$ cat src/hw/rtl/spq_pkg.sv
// spq_pkg: shared constants, codes and types for the sorted priority queue
// no dependencies; used by spq_cell and sorted_priority_queue

package spq_pkg;

	localparam int CAPACITY   = 64;
	localparam int DATA_WIDTH = 32;

	// count holds 0..CAPACITY
	localparam int CNT_W = $clog2(CAPACITY + 1);

	// interface field widths
	localparam int VALUE_W  = 32;
	localparam int STATUS_W = 2;
	localparam int ECOUNT_W = 7;

	// request codes
	localparam logic REQ_ENQ = 1'b0;
	localparam logic REQ_DEQ = 1'b1;

	// status codes
	localparam logic [STATUS_W-1:0] ST_OK    = 2'd0;
	localparam logic [STATUS_W-1:0] ST_EMPTY = 2'd1;
	localparam logic [STATUS_W-1:0] ST_FULL  = 2'd2;

	typedef logic signed [DATA_WIDTH-1:0] data_t;

	// broadcast from the top level to every cell
	typedef struct packed {
		logic  enq;
		logic  deq;
		data_t value;
	} cell_ctrl_t;

endpackage

$ cat src/hw/rtl/spq_cell.sv
// spq_cell: one slot of the sorted chain, holds one entry
// depends on spq_pkg

module spq_cell (
	input  logic               clk,
	input  spq_pkg::cell_ctrl_t ctrl,
	input  logic               occupied,
	input  logic               left_ge,
	input  spq_pkg::data_t     left_entry,
	input  spq_pkg::data_t     right_entry,
	output spq_pkg::data_t     entry,
	output logic               ge
);

	spq_pkg::data_t entry_q;

	// stored entry is at least the incoming value, so it stays put
	assign ge    = occupied && !(entry_q < ctrl.value);
	assign entry = entry_q;

	always_ff @(posedge clk) begin
		if (ctrl.enq) begin
			if (!ge) begin
				entry_q <= left_ge ? ctrl.value : left_entry;
			end
		end else if (ctrl.deq) begin
			entry_q <= right_entry;
		end
	end

endmodule

$ cat config.mk
export PLATFORM = sky130hd
export DESIGN_NAME = spq_cell
export DESIGN_NICKNAME = d
export VERILOG_FILES = /design/src/hw/rtl/spq_pkg.sv /design/src/hw/rtl/spq_cell.sv
export SDC_FILE = /design/constraint.sdc
export NUM_CORES = 1
export LEC_CHECK = 0
export BUFFER_PORTS_ARGS = -buffer_cell sky130_fd_sc_hd__buf_2
export CORE_MARGIN = 8
export CORE_UTILIZATION = 45
export CTS_CLUSTER_SIZE = 24
export DETAILED_ROUTE_END_ITERATION = 16
export PLACE_DENSITY = 0.81
export SETUP_SLACK_MARGIN = 0.05
export SKIP_LAST_GASP = 1
export SLEW_MARGIN = 20
export SYNTH_ARGS = -nofsm -noshare
export SYNTH_HDL_FRONTEND = slang
export SYNTH_SLANG_ARGS = --single-unit
$ cat constraint.sdc
create_clock -name clk -period 4 [get_ports clk]
set_clock_uncertainty 0.2 [all_clocks]
set_input_delay 0.6 -clock clk [delete_from_list [all_inputs] [get_ports clk]]
set_output_delay 0.6 -clock clk [all_outputs]
set_load 0.05 [all_outputs]
==> results of run 1 <==
[layout by cell type, fill, tap and decap left out, types with 3 or more instances in the layout]
| master | instances |
|---|---|
| buf_2 | 133 |
| o21ai_0 | 4 |
| mux2i_1 | 33 |
| a21oi_1 | 45 |
| inv_1 | 33 |
| buf_4 | 3 |
| nand2_1 | 11 |
| nand4_1 | 5 |
| edfxtp_1 | 32 |
| ha_1 | 31 |
| nor2_1 | 37 |
| clkbuf_8 | 5 |
[worst reg2reg max path: stages (launching register included)]
cell and delay [ns]:
edfxtp_1 0.39, ha_1 0.38, nand4_1 0.17, nor4_1 0.49
nand2_1 0.10, o211ai_1 0.17, or4b_1 0.15, and3_1 0.16
buf_4 0.26
[Yosys cell counts, drive strengths merged]
master,instances
nor2,37
o311a,1
o211ai,1
nand4,5
nand3,2
o21ai,4
inv,33
ha,31
o41ai,1
or4b,1
buf,5
nor4,1
mux2i,33
nand2b,2
and3,2
a211oi,1
a21oi,45
edfxtp,32
clkbuf,6
a221oi,1
a211o,1
nand2,11
a21o,1
a31oi,2
[area by class of cell]
cell class	instances	area [sq um]
Sequential cell	32	961
Clock buffer	7	76.3
Multi-Input combinational cell	183	1310
Clock inverter	1	3.75
Tap cell	72	90.1
Fill cell	485	2120
Timing Repair Buffer	136	688
Inverter	33	124
[final timing paths]
path             startpoint        end
max reg2reg       entry[31]   entry[9]
max                ctrl[31]         ge
min reg2reg       entry[31]  entry[24]
min          right_entry[4]   entry[4]
[power groups by stage]
stage	clock, W	combinational [W]	sequential [W]
floorplan	0	0.000172	0.000591
global placement	0	0.000443	0.000448
detailed placement	0	0.000455	0.000452
CTS	0.000238	0.000456	0.000445
global route	0.000253	0.000492	0.000450
finish	0.000232	0.000450	0.000445
[through the flow]
| step | power (W) | setup slack (ns) | cell area [sq um] |
|---|---|---|---|
| 3_5_place_dp | 0.000907 | 0.582 | 3170 |
| 5_1_grt | 0.00119 | 0.418 | 3250 |
| 6_report | 0.00113 | 0.591 | 3250 |
| 3_3_place_gp | 0.000891 | 0.668 | 3170 |
| 4_1_cts | 0.00114 | 0.583 | 3250 |
| 2_1_floorplan | 0.000762 | 0.497 | 2440 |
[cells by family (layout without fill, tap and decap cells)]
group,Yosys count,after routing
DFF,32,32
buffers and inverters,44,177
and+or+nand+nor,61,61
adders and majority gates,31,31
muxes,33,33
AOI/OAI and AO/OA,58,58
[routing by layer]
layer | GRT usage, % | vias up | wire, um
met5 | 0 | - | 8
met3 | 3.91 | 11 | 507
met4 | 6.34 | 2 | 116
li1 | - | 1193 | -
met2 | 30.8 | 72 | 3540
met1 | 17.6 | 1057 | 2560
==> results.cfg, run 1 <==
[worst_setup_path]
setup.worst_path.class = input pin to primary output
ff2ff_setup_slack_ns = 1.22
path_buf_inv = 3
rr_worst_depth = 8
crit_cells = 10
critPathLaunchType = input pin
setup.worst_path.end_class = primary output
path_delay_family = simple AND/OR/NAND/NOR gates
required_ns = 3.20
arrival_ns = 2.61
cpPeakStageDelay_ns = 0.49
crit_path_frequent_cell = buf_2
path_cells = buf_2 > inv_1 > ha_1 > nand4_1 > nor4_1 > nand2_1 > o211ai_1 > a31oi_1 > mux2i_1 > buf_2
path_max_fanout = 6
worst_path_max_delay_cell = nor4_1

[placement]
dp_hpwl_um = 5680
portBuffers = 133
gp_congestion = 0.774
place.detailed.instances = 456

[detailed_routing]
wire_per_inst_um = 14.5
drtIter0Drc = 74
vias_per_cell = 5.03
route.detailed.drc = 0
antenna_left = 0
vias = 2335
wl_um = 6730
drt_pass1_iterations = 4

[clocking]
clk_pin_slew_ns = 0.06
cts_sinks = 32
post_cts_buffers = 0
tritoncts = built
ctsHoldBuffers = 0
clock_path_buffers = 2
clk-insertion-delay-late_ns = 0.27
ctsResizeCount = 0
cts_inserted_buffers = 5
root_buffer = clkbuf_8
htreeDepth = 2

[global_route]
grt_pass1_wl_um = 10600
grt_max_degree = 57
first_global_vias = 2470
antenna_found_initial = 1
track_usage_pct = 16.6
grt-ovfl-total = 0

[sta]
tns_ns = 0
finalCriticalPeriod_ns = 3.41
fmax_ghz = 0.293
tightest_slew_ns = 0.971
rsz0062_at_grt = no
maxSlewViolCount = 0
finalSetupViolations = 0
hold_viol = 0
max_slew_margin_pct = 35.2
fin_crit_sh_pct = 85.2
hold_ws_ns = 0.445

[hold_path]
worstHoldPathCells = 3
hold_path_class = input pin to flop

[pwr]
powerDensity_nw_per_um2 = 346
p_seq_share_pct = 39.5
ir_worst_vdd_mv = 0.220
p_comb_share_pct = 40.0
switchingPower_w = 0.000433
p_leak_nw = 1.71
sw_frac_of_total_pct = 38.4
p_clk_share_pct = 20.5
internal-power_w = 0.000694

[synth]
avgSynthCellArea_sq_um = 9.43
synth_compound_area_share_pct = 13.5
yosysWarnings = 0
synthDistinctLibCells = 25
synth-adder-area-share_pct = 15.9
synthMuxAreaShare_pct = 13.5
yosys.area_share.xor_xnor_pct = 0
yosysTopAreaCellShare_pct = 39.4
syn-cell-area_sq_um = 2440
seq_area_frac_synth_pct = 39.4
synth_top_family_by_area = adder cells
ys_ff_latch = 32
synth_top_area_cell = edfxtp_1
syn-num-nets = 391
synth_area_leaders = edfxtp_1 39%, ha_1 16%, mux2i_1 14%, a21oi_1 9.2%, nor2_1 5.7%
yosys.area_share.simple_pct = 10.8
syn_inst = 259

[floorplan]
coreArea_sq_um = 5370
std_cell_rows = 27
die_w_um = 89.7
die-area_sq_um = 8040
initial_core_util_pct = 45.4
io_pins = 134
fp.dieH_um = 89.7

[layout]
largest_reg_flops = 32
fin_nets = 523
syn_to_final_growth_pct = 33.3
fin_util_pct = 60.6
drive_above_1_share_pct = 36.5
antennaDiodeCount = 0
instances_no_fill = 464

[status]
outcome = finished clean

[flow_run]
cap_violations = 0
No activity file was read; power rests on OpenSTA's default activity.
==> run 2: changes to the inputs <==
==> constraint.sdc (replaced) <==
create_clock -name clk -period 4 [get_ports clk]
set_clock_uncertainty 0.2 [all_clocks]
set_input_delay 0.2 -clock clk [delete_from_list [all_inputs] [get_ports clk]]
set_output_delay 0.2 -clock clk [all_outputs]
set_load 0.05 [all_outputs]
==> run 2 against run 1 <==
- critical path depth is 3 lower
- cell area unchanged
- hold slack lost 0.41 ns
- maximum frequency grew 17%
- combinational power about the same
- count of clock-buffer cells in the layout unchanged
- critical path type is now flop to primary output
- largest power group unchanged
==> results.cfg, run 2 (synthesis gave the netlist of run 1 again) <==
[status]
outcome = finished clean

[worst_setup_path]
rr_worst_depth = 8
ff2ff_setup_slack_ns = 1.27
critical_path.reg2reg.startpoint = entry[31]
path_max_fanout = 3
critPathLaunchType = flop
r2r_end = entry[2]
setup.worst_path.end_class = primary output
setup.worst_path.class = flop to primary output
arrival_ns = 2.53
required_ns = 3.60

[global_route]
first_global_vias = 2471
grt_pass1_wl_um = 10300
antenna_found_initial = 0
track_usage_pct = 16.2
grt-ovfl-total = 0
grt_max_degree = 57

[hold_path]
worstHoldPathCells = 3
hold_path_class = input pin to flop
hp-start = right_entry[13]
holdPathEnd = entry[13]

[sta]
tightest_slew_ns = 0.962
fin_crit_sh_pct = 73.1
rsz0062_at_grt = no
hold_viol = 0
tns_ns = 0
maxSlewViolCount = 0
fmax_ghz = 0.342
finalCriticalPeriod_ns = 2.93
max_slew_margin_pct = 35.9
finalSetupViolations = 0

[floorplan]
die-area_sq_um = 8040
coreArea_sq_um = 5370
io_pins = 134
initial_core_util_pct = 45.4
die_w_um = 89.7
std_cell_rows = 27
fp.dieH_um = 89.7

[clocking]
htreeDepth = 2
ctsHoldBuffers = 0
ctsResizeCount = 0
cts_sinks = 32
root_buffer = clkbuf_8
tritoncts = built
cts_inserted_buffers = 5
post_cts_buffers = 0
clk-insertion-delay-late_ns = 0.27
clk_pin_slew_ns = 0.06
clock_path_buffers = 2

[layout]
fin_nets = 523
largest_reg_flops = 32
fin_util_pct = 60.6
layout_common_cells = 133 x buf_2, 45 x a21oi_1, 37 x nor2_1
final_common_cell = buf_2
drive_above_1_share_pct = 36.5
antennaDiodeCount = 0
syn_to_final_growth_pct = 33.3

[pwr]
p_leak_nw = 1.71
power.total_w = 0.00113
powerDensity_nw_per_um2 = 346
ir_worst_vdd_mv = 0.204

[flow_run]
cap_violations = 0

[placement]
portBuffers = 133
gp_congestion = 0.787
dp_hpwl_um = 5610

[detailed_routing]
antenna_left = 0
wl_um = 6640
vias_per_cell = 4.97
route.detailed.drc = 0
drtIter0Drc = 55
drt_pass1_iterations = 4
vias = 2306
wire_per_inst_um = 14.3
run 2: final cells by class:
cell class              count  area [sq um]
clock buffers               7          76.3
clock inverters             1          3.75
fillers                   456          2120
inverters                  33           124
multi-input cells         183          1310
flip-flops and latches     32           961
well taps                  72          90.1
repair buffers            136           688
run 2: per-layer routing:
layer / global-route usage, % / wire length, um / up-vias
met4: 4.53 / 68 / 0
met5: 0 / 0 / -
met2: 31.1 / 3490 / 71
met1: 17.2 / 2620 / 1037
met3: 3.55 / 469 / 6
li1: - / - / 1192
run 2: critical path, cell delays in order (launching register included):
cell	delay (ns)
edfxtp_1	0.39
ha_1	0.32
nand4_1	0.11
o311a_1	0.39
o41ai_2	0.38
a31oi_1	0.16
mux2i_1	0.20
buf_2	0.29
run 2: through the flow:
step	cell area [sq um]	hold slack, ns	setup slack, ns	instances
2_1_floorplan	2440	0.226	0.650	259
3_3_place_gp	3170	0.317	1.35	456
3_5_place_dp	3170	0.322	1.28	456
4_1_cts	3250	0.0330	1.05	464
5_1_grt	3250	0.0501	0.893	464
6_report	3250	0.0390	1.07	464
run 2: worst max-delay path by stage:
stage,from,to,slack [ns],cells past startpoint
floorplan,entry[31],entry[0],0.65,7
global placement,entry[31],entry[7],1.35,8
detailed placement,entry[31],entry[4],1.28,8
CTS,entry[7],ge,1.05,7
global route,entry[31],ge,0.89,8
finish,entry[7],ge,1.07,7
run 2: report_power, final:
group | total, W | internal (W) | switching, W
Sequential | 0.000444 | 0.000424 | 0.0000204
Clock | 0.000230 | 0.000121 | 0.000109
Combinational | 0.000451 | 0.000149 | 0.000302
